**src/hw/rtl/pi2_pkg.sv**
```systemverilog
// Package for the polyphase interpolator by two: widths, default sizes,
// sequencer state encoding and the prototype low-pass coefficient table.
// Depends on nothing; used by polyphase_interpolator_by_two_core.
package pi2_pkg;

    // Sample format and output saturation limit
    localparam int SAMPLE_W = 16;
    localparam int SAT_MAX  = 32767;

    // Default sizes
    localparam int TAPS_DEF       = 32;
    localparam int COEF_WIDTH_DEF = 18;

    // Sample digit consumed per multiply cycle
    localparam int DIGIT_W    = 4;
    localparam int NUM_DIGITS = SAMPLE_W / DIGIT_W;

    // Prototype table: 32 taps in signed Q2.16
    localparam int ROM_TAPS  = 32;
    localparam int ROM_FRAC  = 16;
    localparam int ROM_WIDTH = 18;

    // Sequencer states, one-hot
    typedef enum logic [3:0] {
        S_IDLE = 4'b0001,
        S_LOAD = 4'b0010,
        S_MAC  = 4'b0100,
        S_DONE = 4'b1000
    } t_state;

    // Blackman-windowed sinc, cutoff 0.25, DC gain 2.0
    localparam logic signed [ROM_WIDTH-1:0] PROTO_ROM [ROM_TAPS] = '{
        18'sd0,      -18'sd8,     18'sd34,     18'sd88,
        -18'sd183,   -18'sd338,   18'sd576,    18'sd930,
        -18'sd1439,  -18'sd2158,  18'sd3171,   18'sd4628,
        -18'sd6840,  -18'sd10614, 18'sd18934,  18'sd58753,
        18'sd58753,  18'sd18934,  -18'sd10614, -18'sd6840,
        18'sd4628,   18'sd3171,   -18'sd2158,  -18'sd1439,
        18'sd930,    18'sd576,    -18'sd338,   -18'sd183,
        18'sd88,     18'sd34,     -18'sd8,     18'sd0
    };

    // Coefficient at index idx, rescaled to coef_w-2 fraction bits.
    // Right shifts round to nearest, ties away from zero; past the table reads zero.
    function automatic logic signed [31:0] coef_at(input int idx, input int coef_w);
        logic signed [31:0] v;
        logic signed [31:0] mag;
        int                 sh;
        v  = 32'sd0;
        sh = (coef_w - 2) - ROM_FRAC;
        if (idx < ROM_TAPS) begin
            v = 32'(PROTO_ROM[idx]);
        end
        if (sh >= 0) begin
            coef_at = v <<< sh;
        end else begin
            mag = (v < 0) ? -v : v;
            mag = (mag + (32'sd1 <<< (-sh - 1))) >>> (-sh);
            coef_at = (v < 0) ? -mag : mag;
        end
    endfunction

endpackage

```
**src/hw/rtl/polyphase_interpolator_by_two_core.sv**
```systemverilog
// An input transaction starts a walk over TAPS/2 taps of the shared even/odd
//   multiplier pair (per tap, one line read, then four 4-bit digits); o_valid rises
//   as the walk finishes and the output is free. No new input is taken until then.
// Reset: synchronous, active low; clears the delay line valid bits (line reads as
//   zero), sets the write pointer to TAPS/2-1 and empties the output register.
// Uses pi2_pkg for widths, state encoding and the coefficient table.
module polyphase_interpolator_by_two_core #(
    parameter int TAPS       = pi2_pkg::TAPS_DEF,
    parameter int COEF_WIDTH = pi2_pkg::COEF_WIDTH_DEF
) (
    input  logic                                i_clk,
    input  logic                                i_rst_n,
    input  logic                                i_valid,
    output logic                                o_ready,
    input  logic signed [pi2_pkg::SAMPLE_W-1:0] i_sample,
    output logic                                o_valid,
    input  logic                                i_ready,
    output logic signed [pi2_pkg::SAMPLE_W-1:0] o_first_sample,
    output logic signed [pi2_pkg::SAMPLE_W-1:0] o_second_sample
);
    import pi2_pkg::*;

    localparam int HALF   = TAPS / 2;
    localparam int PTR_W  = (HALF > 1) ? $clog2(HALF) : 1;
    localparam int FRAC   = COEF_WIDTH - 2;
    localparam int PROD_W = COEF_WIDTH + DIGIT_W + 1;
    localparam int ACC_W  = COEF_WIDTH + SAMPLE_W + PTR_W + 2;
    localparam int DCNT_W = $clog2(NUM_DIGITS);

    localparam logic [PTR_W-1:0]         LAST_PTR = PTR_W'(HALF - 1);
    localparam logic [DCNT_W-1:0]        LAST_DIG = DCNT_W'(NUM_DIGITS - 1);
    localparam logic signed [ACC_W-1:0]  RND_HALF = ACC_W'(1) <<< (FRAC - 1);
    localparam logic signed [ACC_W-1:0]  POS_LIM  = ACC_W'(SAT_MAX);
    localparam logic signed [ACC_W-1:0]  NEG_LIM  = -ACC_W'(SAT_MAX);

    // Delay line memory and per-entry valid bits
    logic signed [SAMPLE_W-1:0] r_line [HALF];
    logic [HALF-1:0]            r_line_vld;

    t_state                      r_state;
    logic [PTR_W-1:0]            r_wp;
    logic [PTR_W-1:0]            r_rp;
    logic [PTR_W-1:0]            r_tap;
    logic [DCNT_W-1:0]           r_dig;
    logic signed [SAMPLE_W-1:0]  r_x;
    logic signed [COEF_WIDTH-1:0] r_ce;
    logic signed [COEF_WIDTH-1:0] r_co;
    logic signed [ACC_W-1:0]     r_acc_e;
    logic signed [ACC_W-1:0]     r_acc_o;
    logic                        r_o_valid;
    logic signed [SAMPLE_W-1:0]  r_out_e;
    logic signed [SAMPLE_W-1:0]  r_out_o;

    logic                        in_xact;
    logic                        out_xact;
    logic                        out_free;
    logic [PTR_W-1:0]            n_wp;
    logic signed [SAMPLE_W-1:0]  clamp_x;
    logic signed [DIGIT_W:0]     digit;
    logic signed [PROD_W-1:0]    prod_e;
    logic signed [PROD_W-1:0]    prod_o;
    logic signed [ACC_W-1:0]     n_acc_e;
    logic signed [ACC_W-1:0]     n_acc_o;
    logic signed [ACC_W-1:0]     rnd_e;
    logic signed [ACC_W-1:0]     rnd_o;
    logic signed [ACC_W-1:0]     q_e;
    logic signed [ACC_W-1:0]     q_o;
    logic signed [SAMPLE_W-1:0]  sat_e;
    logic signed [SAMPLE_W-1:0]  sat_o;

    assign o_ready         = (r_state == S_IDLE);
    assign in_xact         = i_valid && o_ready;
    assign out_xact        = r_o_valid && i_ready;
    assign out_free        = !r_o_valid || i_ready;
    assign o_valid         = r_o_valid;
    assign o_first_sample  = r_out_e;
    assign o_second_sample = r_out_o;

    // Advance the write pointer with wrap, fold the most negative code
    assign n_wp    = (r_wp == LAST_PTR) ? '0 : r_wp + PTR_W'(1);
    assign clamp_x = (i_sample == {1'b1, {(SAMPLE_W-1){1'b0}}}) ?
                     -SAMPLE_W'(SAT_MAX) : i_sample;

    // Digit-serial multiply: low digits unsigned, top digit carries the sign
    always_comb begin
        if (r_dig == LAST_DIG) begin
            digit = {r_x[DIGIT_W-1], r_x[DIGIT_W-1:0]};
        end else begin
            digit = {1'b0, r_x[DIGIT_W-1:0]};
        end
        prod_e  = PROD_W'(r_ce) * PROD_W'(digit);
        prod_o  = PROD_W'(r_co) * PROD_W'(digit);
        n_acc_e = r_acc_e + (ACC_W'(prod_e) <<< (DIGIT_W * r_dig));
        n_acc_o = r_acc_o + (ACC_W'(prod_o) <<< (DIGIT_W * r_dig));
    end

    // Round to nearest (ties away from zero) and saturate
    always_comb begin
        rnd_e = r_acc_e + (r_acc_e[ACC_W-1] ? RND_HALF - ACC_W'(1) : RND_HALF);
        rnd_o = r_acc_o + (r_acc_o[ACC_W-1] ? RND_HALF - ACC_W'(1) : RND_HALF);
        q_e   = rnd_e >>> FRAC;
        q_o   = rnd_o >>> FRAC;
        if (q_e > POS_LIM) begin
            sat_e = SAMPLE_W'(SAT_MAX);
        end else if (q_e < NEG_LIM) begin
            sat_e = -SAMPLE_W'(SAT_MAX);
        end else begin
            sat_e = q_e[SAMPLE_W-1:0];
        end
        if (q_o > POS_LIM) begin
            sat_o = SAMPLE_W'(SAT_MAX);
        end else if (q_o < NEG_LIM) begin
            sat_o = -SAMPLE_W'(SAT_MAX);
        end else begin
            sat_o = q_o[SAMPLE_W-1:0];
        end
    end

    // Write the new sample into the delay line
    always_ff @(posedge i_clk) begin
        if (in_xact) begin
            r_line[n_wp] <= clamp_x;
        end
    end

    // Track which line entries hold a written sample
    always_ff @(posedge i_clk) begin
        if (!i_rst_n) begin
            r_line_vld <= '0;
        end else if (in_xact) begin
            r_line_vld[n_wp] <= 1'b1;
        end
    end

    // Registered line read and coefficient fetch for the current tap
    always_ff @(posedge i_clk) begin
        if (r_state == S_LOAD) begin
            r_x  <= r_line_vld[r_rp] ? r_line[r_rp] : '0;
            r_ce <= COEF_WIDTH'(coef_at(2 * int'(r_tap), COEF_WIDTH));
            r_co <= COEF_WIDTH'(coef_at(2 * int'(r_tap) + 1, COEF_WIDTH));
        end else if (r_state == S_MAC) begin
            r_x <= r_x >>> DIGIT_W;
        end
    end

    // Accumulators: clear on a new transaction, add one digit product a cycle in the multiply state
    always_ff @(posedge i_clk) begin
        if (in_xact) begin
            r_acc_e <= '0;
            r_acc_o <= '0;
        end else if (r_state == S_MAC) begin
            r_acc_e <= n_acc_e;
            r_acc_o <= n_acc_o;
        end
    end

    // Output payload register
    always_ff @(posedge i_clk) begin
        if (r_state == S_DONE && out_free) begin
            r_out_e <= sat_e;
            r_out_o <= sat_o;
        end
    end

    // Sequencer: one line read, then one multiply per sample digit, per tap
    always_ff @(posedge i_clk) begin
        if (!i_rst_n) begin
            r_state   <= S_IDLE;
            r_wp      <= LAST_PTR;
            r_rp      <= '0;
            r_tap     <= '0;
            r_dig     <= '0;
            r_o_valid <= 1'b0;
        end else begin
            // Raise valid as the walk finishes, drop it once the result is taken
            if (r_state == S_DONE && out_free) begin
                r_o_valid <= 1'b1;
            end else if (out_xact) begin
                r_o_valid <= 1'b0;
            end
            unique case (r_state)
                S_IDLE: begin
                    if (in_xact) begin
                        r_wp    <= n_wp;
                        r_rp    <= n_wp;
                        r_tap   <= '0;
                        r_state <= S_LOAD;
                    end
                end
                S_LOAD: begin
                    r_dig   <= '0;
                    r_state <= S_MAC;
                end
                S_MAC: begin
                    r_dig <= r_dig + DCNT_W'(1);
                    if (r_dig == LAST_DIG) begin
                        if (r_tap == LAST_PTR) begin
                            r_state <= S_DONE;
                        end else begin
                            r_tap   <= r_tap + PTR_W'(1);
                            r_rp    <= (r_rp == '0) ? LAST_PTR : r_rp - PTR_W'(1);
                            r_state <= S_LOAD;
                        end
                    end
                end
                S_DONE: begin
                    if (out_free) begin
                        r_state <= S_IDLE;
                    end
                end
                default: begin
                    r_state <= S_IDLE;
                end
            endcase
        end
    end

    // An input transaction always starts a tap walk
    a_start_walk: assert property (@(posedge i_clk) disable iff (!i_rst_n)
        in_xact |=> (r_state == S_LOAD))
        else $error("tap walk did not start after input transaction");

    // A new result appears only when the walk finishes
    a_result_from_done: assert property (@(posedge i_clk) disable iff (!i_rst_n)
        $rose(r_o_valid) |-> $past(r_state == S_DONE))
        else $error("output valid rose outside the finishing state");

    // Write pointer moves only on an input transaction
    a_wp_hold: assert property (@(posedge i_clk) disable iff (!i_rst_n)
        !in_xact |=> $stable(r_wp))
        else $error("write pointer moved without an input transaction");

    // Saturated results never reach the most negative code
    a_sat_range: assert property (@(posedge i_clk) disable iff (!i_rst_n)
        r_o_valid |-> (r_out_e != {1'b1, {(SAMPLE_W-1){1'b0}}}) &&
                      (r_out_o != {1'b1, {(SAMPLE_W-1){1'b0}}}))
        else $error("output outside saturation range");

endmodule

```
**config.mk**
```make
export PLATFORM = sky130hd
export DESIGN_NAME = polyphase_interpolator_by_two_core
export DESIGN_NICKNAME = d
export VERILOG_FILES = /design/src/hw/rtl/pi2_pkg.sv /design/src/hw/rtl/polyphase_interpolator_by_two_core.sv
export SDC_FILE = /design/constraint.sdc
export NUM_CORES = 1
export LEC_CHECK = 0
export ABC_AREA = 0
export BUFFER_PORTS_ARGS = -buffer_cell sky130_fd_sc_hd__buf_2
export CAP_MARGIN = 5
export CORE_ASPECT_RATIO = 1.4
export CORE_MARGIN = 1
export CORE_UTILIZATION = 35
export CTS_CLUSTER_DIAMETER = 30
export CTS_CLUSTER_SIZE = 12
export DETAILED_ROUTE_END_ITERATION = 16
export PLACE_DENSITY = 0.62
export SYNTH_ARGS = -nofsm -noshare
export SYNTH_HDL_FRONTEND = slang
export SYNTH_SLANG_ARGS = --single-unit
export TNS_END_PERCENT = 10
```
**constraint.sdc**
```tcl
create_clock -name i_clk -period 7.41 [get_ports i_clk]
set_clock_uncertainty 0.05 [all_clocks]
set_input_delay 0.741 -clock i_clk [delete_from_list [all_inputs] [get_ports i_clk]]
set_output_delay 0.741 -clock i_clk [all_outputs]
set_load 0.02 [all_outputs]
```
==> results of run 1 <==
-- cell families (layout without fill, tap and decap cells) --
group	count (synthesis)	count (layout)	share of synthesized area, %
other cells	0	1	0
flops	457	457	41.4
compound gates	588	588	12.1
fa+ha+maj	320	320	16.0
xor+xnor	132	132	3.88
simple gates	853	853	13.7
buf+inv	393	766	4.97
mux	134	134	7.97
-- final timing paths --
path,slack (ns),start,end
setup / recovery,-0.18,r_dig[0]$_SDFFE_PN0P_,r_acc_e[39]$_SDFFE_PP0P_
hold / removal,0.32,i_valid,r_state[0]$_SDFFE_PN1P_
setup reg to reg,-0.18,r_dig[0]$_SDFFE_PN0P_,r_acc_e[39]$_SDFFE_PP0P_
hold reg to reg,0.41,r_line_vld[6]$_SDFFE_PN0P_,r_line_vld[6]$_SDFFE_PN0P_
-- metrics by stage --
step | utilization, % | instances
after CTS | 43.2 | 4335
after global placement | 39.0 | 4150
after global routing | 43.5 | 4347
after detailed placement | 39.0 | 4150
after floorplan | - | 2877
final | 43.5 | 4347
-- metal layers --
layer,vias to the layer above,share of wire [%],GRT usage (%)
met5,-,0,0
met4,0,3.3,6.82
met3,157,4.2,2.82
met2,423,53,31.1
met1,10800,39,18.3
li1,10800,-,-
-- state kept, by name, indices dropped and copies added, names as in the netlist, 4 cells and up, named ones only --
| name | flops |
|---|---|
| o_first_sample | 16 |
| r_acc_e | 40 |
| o_second_sample | 16 |
| r_ce | 17 |
| r_line_vld | 16 |
| r_line | 256 |
| r_x | 16 |
| r_rp | 4 |
| r_state | 4 |
| r_wp | 4 |
| r_acc_o | 40 |
| r_co | 17 |
| r_tap | 4 |
-- final cells by class --
type                       instances  area, sq um  area share, %
timing repair buffer             334         2430           6.54
multi-input combinational       2027        16700           44.8
tap                             1096         1370           3.68
clock buffer                     105         2350           6.32
antenna                            1         2.50        0.00672
sequential                       457        12500           33.7
inverter                         266          998           2.68
clock inverter                    61          861           2.31
-- cell usage after synthesis, types with 11 or more instances --
cell,count
a211oi_1,26
a21o_1,53
a21oi_1,212
a31oi_1,17
and2_1,146
and3_1,30
buf_1,14
clkbuf_1,106
dfxtp_1,119
edfxtp_1,338
fa_1,112
ha_1,208
inv_1,265
mux2i_1,44
mux4_2,85
nand2_1,257
nand2b_1,29
nand3_1,47
nand4_1,19
nor2_1,212
nor2b_1,14
nor3_1,36
o211ai_1,11
o21a_1,19
o21ai_0,139
o21bai_1,22
o31ai_1,12
or3_1,11
xnor2_1,91
xor2_1,40
-- where the power goes --
group | internal [mW] | switching, mW | leakage, nW
registers | 3.10 | 0.245 | 4.02
clock network | 2.76 | 1.44 | 1.51
logic | 4.46 | 4.81 | 9.66
-- repair_timing --
| action | in CTS | in global routing |
|---|---|---|
| setup buffers | 19 | 14 |
| resized for setup | 61 | 34 |
| hold buffers | 0 | 0 |
| pin swaps | 55 | 46 |
| endpoints found under the setup margin | 22 | 26 |
==> flow_metrics.py, run 1 <==
metrics = {
    "route": {
        "drt_pass1_iterations": 5,
        "post-route-drc-count": 0,
        "drtIter0Drc": 1029,
        "routedWlPerCell_um": 16.8,
        "finalWirelength_um": 72900,
        "drtAntennaViolNets": 0,
        "vias": 22100,
        "via_per_inst": 5.09,
    },
    "die": {
        "core_area_sq_um": 85600,
        "dieHeight_um": 350,
        "ioPinCount": 54,
        "start_util_pct": 35.3,
        "fp.dieW_um": 250,
        "fp-row-count": 127,
        "die_area_sq_um": 87600,
    },
    "placed_design": {
        "placed_cell_area_sq_um": 33400,
        "dp.final_hpwl_um": 51000,
        "io_buffers": 53,
        "gp_congestion": 0.873,
        "post-place-ws_ns": -0.423,
    },
    "critical_path": {
        "crit_required_ns": 7.84,
        "cp_max_fo": 5,
        "crit_path_top_delay_cell": "fa_1",
        "cp_top_family": "compound AO/OA/AOI/OAI gates",
        "arrival_ns": 8.02,
        "cp.depth": 33,
        "critical_path_class": "reg2reg",
        "crit_buf_inv": 3,
        "cp_slowest_stage_delay_ns": 0.56,
        "critPathLaunchType": "flop",
        "crit_top_cell": "fa_1",
        "reg2reg_depth": 33,
        "endpoint_kind": "flop",
    },
    "grt": {
        "grt_max_degree": 84,
        "grt_pass1_vias": 22300,
        "overflow": 0,
        "antenna_found_initial": 1,
        "grtUsageTotal_pct": 16.6,
        "grt_pass1_wl_um": 115000,
    },
    "power": {
        "leakage_nw": 15.2,
        "power_mw": 16.8,
        "p_per_area_nw_per_um2": 452,
        "ir_drop_mv": 0.216,
    },
    "timing": {
        "relSlewSlack_pct": 26.5,
        "timing.fmax_mhz": 132,
        "fin_ws_ns": -0.179,
        "finalSetupViolCount": 4,
        "maxSlewViolCount": 0,
        "fin_crit_ns": 7.59,
        "hold_viol": 0,
        "setup_tns_ns": -0.281,
        "tightest_slew_ns": 1.08,
        "fin_crit_sh_pct": 102,
        "whs_ns": 0.318,
        "rsz0062_at_grt": "true",
    },
    "cells_and_area": {
        "nets": 3514,
        "layout_common_cells": "edfxtp_1, buf_4, inv_1, nand2_1",
        "drive_gt1_share_pct": 21.4,
        "nFillCells": 7979,
        "final_area_sq_um": 37200,
        "final_common_cell": "edfxtp_1",
        "syn2layout_area_growth_pct": 23.0,
    },
    "clock_tree": {
        "clk_latency_ns": 0.66,
        "h-tree-depth": 3,
        "cts_root_buf": "clkbuf_16",
        "clkTransAtPathRegs_ns": 0.05,
        "cts_made_buffers": 88,
        "clock_path_buffers": 3,
        "tritoncts": "yes",
        "cts.sinks": 457,
    },
    "status": {
        "status": "finished, violations left",
        "violations": "setup timing",
    },
    "synth": {
        "ys.flop_type": "edfxtp_1",
        "ys_seq_area_share_pct": 41.4,
        "synth_edf_count": 338,
        "synth.yosys.warnings": 0,
        "avgSynthCellArea_sq_um": 10.5,
        "ys_types": 87,
        "async_reset_ff_share_pct": 0,
        "synth_area_leaders": "edfxtp_1, ha_1, dfxtp_1",
        "netlist_area_sq_um": 30300,
        "synth-seq-cells": 457,
        "synth_nets": 3217,
        "yosysTopAreaCell": "edfxtp_1",
        "synthCells": 2877,
        "synth_top_cell_area_share_pct": 33.5,
    },
    "hold_path": {
        "hp-class": "in2reg",
        "whs_path_depth": 2,
    },
    "job": {
        "maxCapViolCount": 0,
    },
}
Power figures use the tool's default switching activity.
==> run 2, diff against run 1 <==
Settings changed: BUFFER_PORTS_ARGS -buffer_cell sky130_fd_sc_hd__buf_2 to unset, DONT_BUFFER_PORTS set to 1.
==> run 2 against run 1 <==
Compared with the run above:
- the run now ends clean
- worst setup slack better by 0.24 ns
- worst hold slack worse by 0.21 ns
- die area stayed put
- clock-buffer cell count is 10 higher
- utilization is 0.23 points lower
- non-clock buffer count is 90 lower
- fmax is 3.3% higher
- largest cell class unchanged
- largest power group unchanged
==> flow_metrics.py, run 2 (synthesis gave the netlist of run 1 again) <==
metrics = {
    "route": {
        "drtIter0Drc": 1082,
        "post-route-drc-count": 0,
        "finalWirelength_um": 73300,
        "routedWlPerCell_um": 17.2,
        "drtAntennaViolNets": 0,
        "via_per_inst": 5.11,
        "drt_pass1_iterations": 5,
        "vias": 21800,
    },
    "die": {
        "core_area_sq_um": 85600,
        "dieHeight_um": 350,
        "start_util_pct": 35.3,
        "fp-row-count": 127,
        "die_area_sq_um": 87600,
        "ioPinCount": 54,
        "fp.dieW_um": 250,
    },
    "timing": {
        "maxSlewViolCount": 0,
        "fin_crit_ns": 7.35,
        "hold_viol": 0,
        "timing.fmax_mhz": 136,
        "tightest_slew_ns": 1.07,
        "rsz0062_at_grt": "true",
        "relSlewSlack_pct": 26.8,
        "setup_tns_ns": 0,
        "fin_crit_sh_pct": 99.1,
        "finalSetupViolCount": 0,
    },
    "placed_design": {
        "io_buffers": 0,
        "dp.final_hpwl_um": 50800,
        "gp_congestion": 0.892,
    },
    "critical_path": {
        "crit_top_cell": "buf_4",
        "arrival_ns": 7.85,
        "reg2reg_depth": 34,
        "crit_required_ns": 7.91,
        "critPathLaunchType": "flop",
        "r2r_end": "r_acc_o[36]$_SDFFE_PP0P_",
        "endpoint_kind": "flop",
        "crit_path_top_delay_cell": "fa_1",
        "ff2ff_setup_slack_ns": 0.06,
        "critical_path_class": "reg2reg",
        "cp_max_fo": 6,
        "r2r-start": "r_dig[1]$_SDFFE_PN0P_",
        "cp_slowest_stage_delay_ns": 0.56,
    },
    "cells_and_area": {
        "largest_register": "r_line",
        "reg_top3": "r_line (256), r_acc_e (40), r_acc_o (40)",
        "nets": 3432,
        "syn2layout_area_growth_pct": 22.4,
        "layout_common_cells": "edfxtp_1, inv_1, nand2_1, buf_4, ha_1",
        "nFillCells": 8021,
        "drive_gt1_share_pct": 19.5,
        "largest_reg_flops": 256,
        "final_common_cell": "edfxtp_1",
        "antenna_cells": 0,
        "final_util_pct": 43.2,
    },
    "hold_path": {
        "holdCritStartpoint": "i_sample[12]",
        "hp-class": "in2reg",
        "whs_path_depth": 0,
        "min_to": "r_line[12][12]$_DFFE_PP_",
    },
    "clock_tree": {
        "clk_latency_ns": 0.66,
        "cts.sinks": 457,
        "clkTransAtPathRegs_ns": 0.05,
        "clock_path_buffers": 3,
        "h-tree-depth": 3,
        "tritoncts": "yes",
        "cts_root_buf": "clkbuf_16",
        "cts_made_buffers": 96,
        "postCtsHoldBufs": 0,
    },
    "job": {
        "maxCapViolCount": 0,
    },
    "grt": {
        "grt_max_degree": 75,
        "antenna_found_initial": 0,
        "grtUsageTotal_pct": 16.8,
        "overflow": 0,
        "grt_pass1_wl_um": 117000,
        "grt_pass1_vias": 22300,
    },
    "status": {
        "status": "completed",
    },
    "power": {
        "ir_drop_mv": 0.233,
        "leakage_nw": 15.0,
        "p_per_area_nw_per_um2": 457,
    },
}
-- run 2: cell type report --
| cell class | instances | area, sq um | area share (%) |
|---|---|---|---|
| clock inverter | 65 | 1060 | 2.88 |
| tap | 1096 | 1370 | 3.70 |
| timing repair buffer | 244 | 1900 | 5.13 |
| multi-input combinational | 2027 | 16700 | 45.0 |
| clock buffer | 115 | 2480 | 6.71 |
| sequential | 457 | 12500 | 33.9 |
| inverter | 266 | 998 | 2.70 |
-- run 2: critical path: cells and delay by family, from the launching register on --
| family | cells | cell delay (ns) |
|---|---|---|
| buffers and inverters | 8 | 1.05 |
| and+or+nand+nor | 7 | 1.03 |
| adders and majority gates | 6 | 2.40 |
| DFF | 1 | 0.34 |
| AOI/OAI and AO/OA | 12 | 2.27 |
| xor gates and xnor gates | 1 | 0.10 |
-- run 2: layer usage --
| metal | wire length (um) | global-route usage (%) | share of wire (%) | vias to the layer above |
|---|---|---|---|---|
| met2 | 38800 | 31.4 | 53 | 409 |
| met4 | 2040 | 6.37 | 2.8 | 0 |
| met1 | 29800 | 19.2 | 41 | 10600 |
| met5 | 0 | 0 | 0 | - |
| li1 | - | - | - | 10700 |
| met3 | 2680 | 2.28 | 3.7 | 139 |
-- run 2: worst max path at each step --
| stage | start | to | slack [ns] | cells past startpoint |
|---|---|---|---|---|
| after global routing | r_x[3]$_DFFE_PP_ | r_acc_o[39]$_SDFFE_PP0P_ | -0.30 | 33 |
| final | r_dig[1]$_SDFFE_PN0P_ | r_acc_o[36]$_SDFFE_PP0P_ | 0.06 | 34 |
| after CTS | r_dig[1]$_SDFFE_PN0P_ | r_acc_e[39]$_SDFFE_PP0P_ | 0.004 | 34 |
| after floorplan | r_dig[1]$_SDFFE_PN0P_ | r_acc_o[38]$_SDFFE_PP0P_ | 0.01 | 31 |
| after detailed placement | r_dig[0]$_SDFFE_PN0P_ | r_acc_o[34]$_SDFFE_PP0P_ | -0.43 | 36 |
| after global placement | r_dig[0]$_SDFFE_PN0P_ | r_acc_o[34]$_SDFFE_PP0P_ | -0.36 | 33 |
-- run 2: per-stage QoR --
stage / worst slack, ns / total power, mW / instance area [sq um] / hold slack [ns] / std cells
global route: -0.299 / 18.1 / 37000 / 0.0823 / 4270
finish: 0.0637 / 16.9 / 37000 / 0.107 / 4270
CTS: 0.00357 / 16.9 / 36900 / 0.0682 / 4266
floorplan: 0.0126 / 8.90 / 30300 / 0.385 / 2877
detailed placement: -0.434 / 12.0 / 32900 / 0.406 / 4074
global placement: -0.361 / 11.9 / 32900 / 0.395 / 4074
-- run 2: where the power goes --
part	internal (mW)	total [mW]	switching (mW)
Combinational	4.20	8.91	4.71
Sequential	3.10	3.38	0.279
Clock	3.15	4.62	1.47
Total	10.4	16.9	6.46
-- run 2: repair_timing --
action                                  CTS  global route
endpoints found under the setup margin   19            24
gates cloned                              1             0
pin swaps                                48            21
buffers inserted                         11             4
gates resized for setup                  65            33
==> run 3, diff against run 2 <==
Settings changed: CORE_MARGIN 1 to 2, CTS_BUF_LIST set to sky130_fd_sc_hd__clkbuf_4.
==> run 3 against run 2 <==
Compared with the run above:
- utilization fell by 1.4 points
- worst setup slack got worse by 0.057 ns
- highest routed layer unchanged
- critical path depth decreased by 1
- largest power group unchanged
- largest cell class unchanged
- critical endpoint is now r_acc_e[39]$_SDFFE_PP0P_
- first-iteration DRC count up 1.0%
- die area rose by 1.4%
- via count rose by 1.2%
- fmax is 0.77% lower
- combinational power grew 5.8%
==> flow_metrics.py, run 3 (synthesis gave the netlist of run 1 again) <==
metrics = {
    "die": {
        "die_area_sq_um": 88800,
        "ioPinCount": 54,
        "dieHeight_um": 352,
        "fp-row-count": 127,
        "core_area_sq_um": 85600,
        "start_util_pct": 35.3,
        "fp.dieW_um": 252,
    },
    "power": {
        "ir_drop_mv": 0.223,
        "p_int_mw": 8.83,
        "combPwrFrac_pct": 62.5,
        "power.share.clock_pct": 15.6,
        "leakage_nw": 14.4,
        "power_mw": 15.1,
        "swShare_pct": 41.5,
        "p_per_area_nw_per_um2": 422,
        "seqPwrFrac_pct": 21.9,
        "p_switching_mw": 6.27,
    },
    "cells_and_area": {
        "syn2layout_area_growth_pct": 18.3,
        "final_area_sq_um": 35800,
        "nets": 3468,
        "largest_register": "r_line",
        "final_util_pct": 41.8,
        "nFillCells": 8136,
        "largest_reg_flops": 256,
        "reg_top3": "r_line (256), r_acc_e (40), r_acc_o (40)",
        "drive_gt1_share_pct": 21.4,
        "final_common_cell": "edfxtp_1",
        "layout_common_cells": "edfxtp_1, inv_1, nand2_1, buf_4, a21oi_1",
    },
    "grt": {
        "grt_max_degree": 76,
        "antenna_found_initial": 3,
        "grt_pass1_wl_um": 115000,
        "grtUsageTotal_pct": 16.3,
        "overflow": 0,
        "grt_pass1_vias": 21800,
    },
    "route": {
        "vias": 22100,
        "via_per_inst": 5.13,
        "drtIter0Drc": 1093,
        "post-route-drc-count": 0,
        "routedWlPerCell_um": 16.9,
        "drt_pass1_iterations": 5,
        "drtAntennaViolNets": 0,
        "finalWirelength_um": 73000,
    },
    "timing": {
        "timing.fmax_mhz": 135,
        "fin_crit_ns": 7.40,
        "maxSlewViolCount": 0,
        "fin_crit_sh_pct": 99.9,
        "rsz0062_at_grt": "true",
        "tightest_slew_ns": 1.13,
        "fin_ws_ns": 0.00660,
        "relSlewSlack_pct": 24.7,
        "hold_viol": 0,
        "finalSetupViolCount": 0,
        "whs_ns": 0.0940,
    },
    "placed_design": {
        "io_buffers": 0,
        "post-place-ws_ns": -0.505,
        "dp.final_hpwl_um": 50500,
        "placed_cell_area_sq_um": 33000,
        "gp_congestion": 0.903,
    },
    "clock_tree": {
        "cts.sinks": 457,
        "clkTransAtPathRegs_ns": 0.10,
        "cts_root_buf": "clkbuf_4",
        "clk_latency_ns": 0.92,
        "cts_made_buffers": 92,
        "tritoncts": "yes",
        "h-tree-depth": 3,
        "clock_path_buffers": 3,
    },
    "critical_path": {
        "critical_path_class": "reg2reg",
        "arrival_ns": 8.04,
        "ff2ff_setup_slack_ns": 0.007,
        "critPathLaunchType": "flop",
        "cp_slowest_stage_delay_ns": 0.51,
        "r2r-start": "r_dig[0]$_SDFFE_PN0P_",
        "crit_required_ns": 8.05,
        "endpoint_kind": "flop",
        "crit_path_top_delay_cell": "fa_1",
        "r2r_end": "r_acc_e[39]$_SDFFE_PP0P_",
        "reg2reg_depth": 33,
        "cp_max_fo": 5,
    },
    "hold_path": {
        "holdCritStartpoint": "i_valid",
        "hp-class": "in2reg",
        "whs_path_depth": 2,
        "min_to": "r_state[3]$_SDFFE_PN0P_",
    },
    "status": {
        "status": "completed",
    },
    "job": {
        "maxCapViolCount": 0,
    },
}
run 3: cell types whose count changed in the layout (fill, tap and decap cells not counted), sizes merged:
cell	before	now
dlygate4sd3	0	17
buf	244	265
bufinv	21	15
clkinv	34	38
diode	0	7
clkbuf	115	102
bufbuf	0	1
inv	271	275
clkinvlp	5	10
run 3: critical path: cells and delay by family (launching register included):
kind	cells	cell delay [ns]
AO/OA/AOI/OAI	13	2.52
adder cells (fa/ha/maj)	6	2.19
AND/OR/NAND/NOR	5	0.90
buffers and inverters	5	0.56
flip-flops	1	0.38
multiplexers	2	0.36
XOR/XNOR	2	0.20
run 3: how the worst max path moves through the flow:
stage | start | end | cells after the start
2_1_floorplan | r_dig[1]$_SDFFE_PN0P_ | r_acc_o[38]$_SDFFE_PP0P_ | 31
3_3_place_gp | r_dig[0]$_SDFFE_PN0P_ | r_acc_o[34]$_SDFFE_PP0P_ | 34
3_5_place_dp | r_dig[0]$_SDFFE_PN0P_ | r_acc_o[34]$_SDFFE_PP0P_ | 34
4_1_cts | r_dig[1]$_SDFFE_PN0P_ | r_acc_e[39]$_SDFFE_PP0P_ | 33
5_1_grt | r_dig[0]$_SDFFE_PN0P_ | r_acc_e[39]$_SDFFE_PP0P_ | 33
6_report | r_dig[0]$_SDFFE_PN0P_ | r_acc_e[39]$_SDFFE_PP0P_ | 33
run 3: per-stage QoR:
step,std cells,setup TNS (ns)
detailed placement,4082,-5.06
global placement,4082,-3.38
floorplan,2877,0
finish,4310,0
CTS,4289,-0.0819
global route,4310,-3.12
run 3: final cells by class:
class / instances / area (sq um) / share of cell area (%)
multi-input cells: 2027 / 17000 / 47.5
flip-flops and latches: 457 / 12500 / 35.0
well taps: 1096 / 1370 / 3.83
repair buffers: 284 / 2300 / 6.42
diodes: 7 / 17.5 / 0.0489
inverters: 266 / 998 / 2.79
clock inverters: 72 / 817 / 2.28
clock buffers: 101 / 758 / 2.12
run 3: timing repair:
action / 4_1_cts / 5_1_grt
endpoints found under the hold margin: 254 / 0
resized for setup: 63 / 93
pin swaps: 56 / 109
buffers inserted: 16 / 13
setup endpoints to repair: 25 / 26
hold buffers: 17 / 0
gates cloned: 1 / 1
run 3: layer usage:
metal  wire [um]  vias up  global-route usage (%)
li1            -    10800                       -
met1       29200    10700                    18.8
met2       38600      443                    30.5
met3        2760      146                    2.41
met4        2400        0                    5.94
met5           0        -                       0
run 3: power by group through the flow:
stage                     clock, mW  sequential [mW]  combinational (mW)
after detailed placement          0             3.36                8.68
after global placement            0             3.36                8.65
after global routing           2.55             3.34                10.4
final                          2.36             3.30                9.43
after floorplan                   0             3.26                5.64
after CTS                      2.43             3.30                9.00
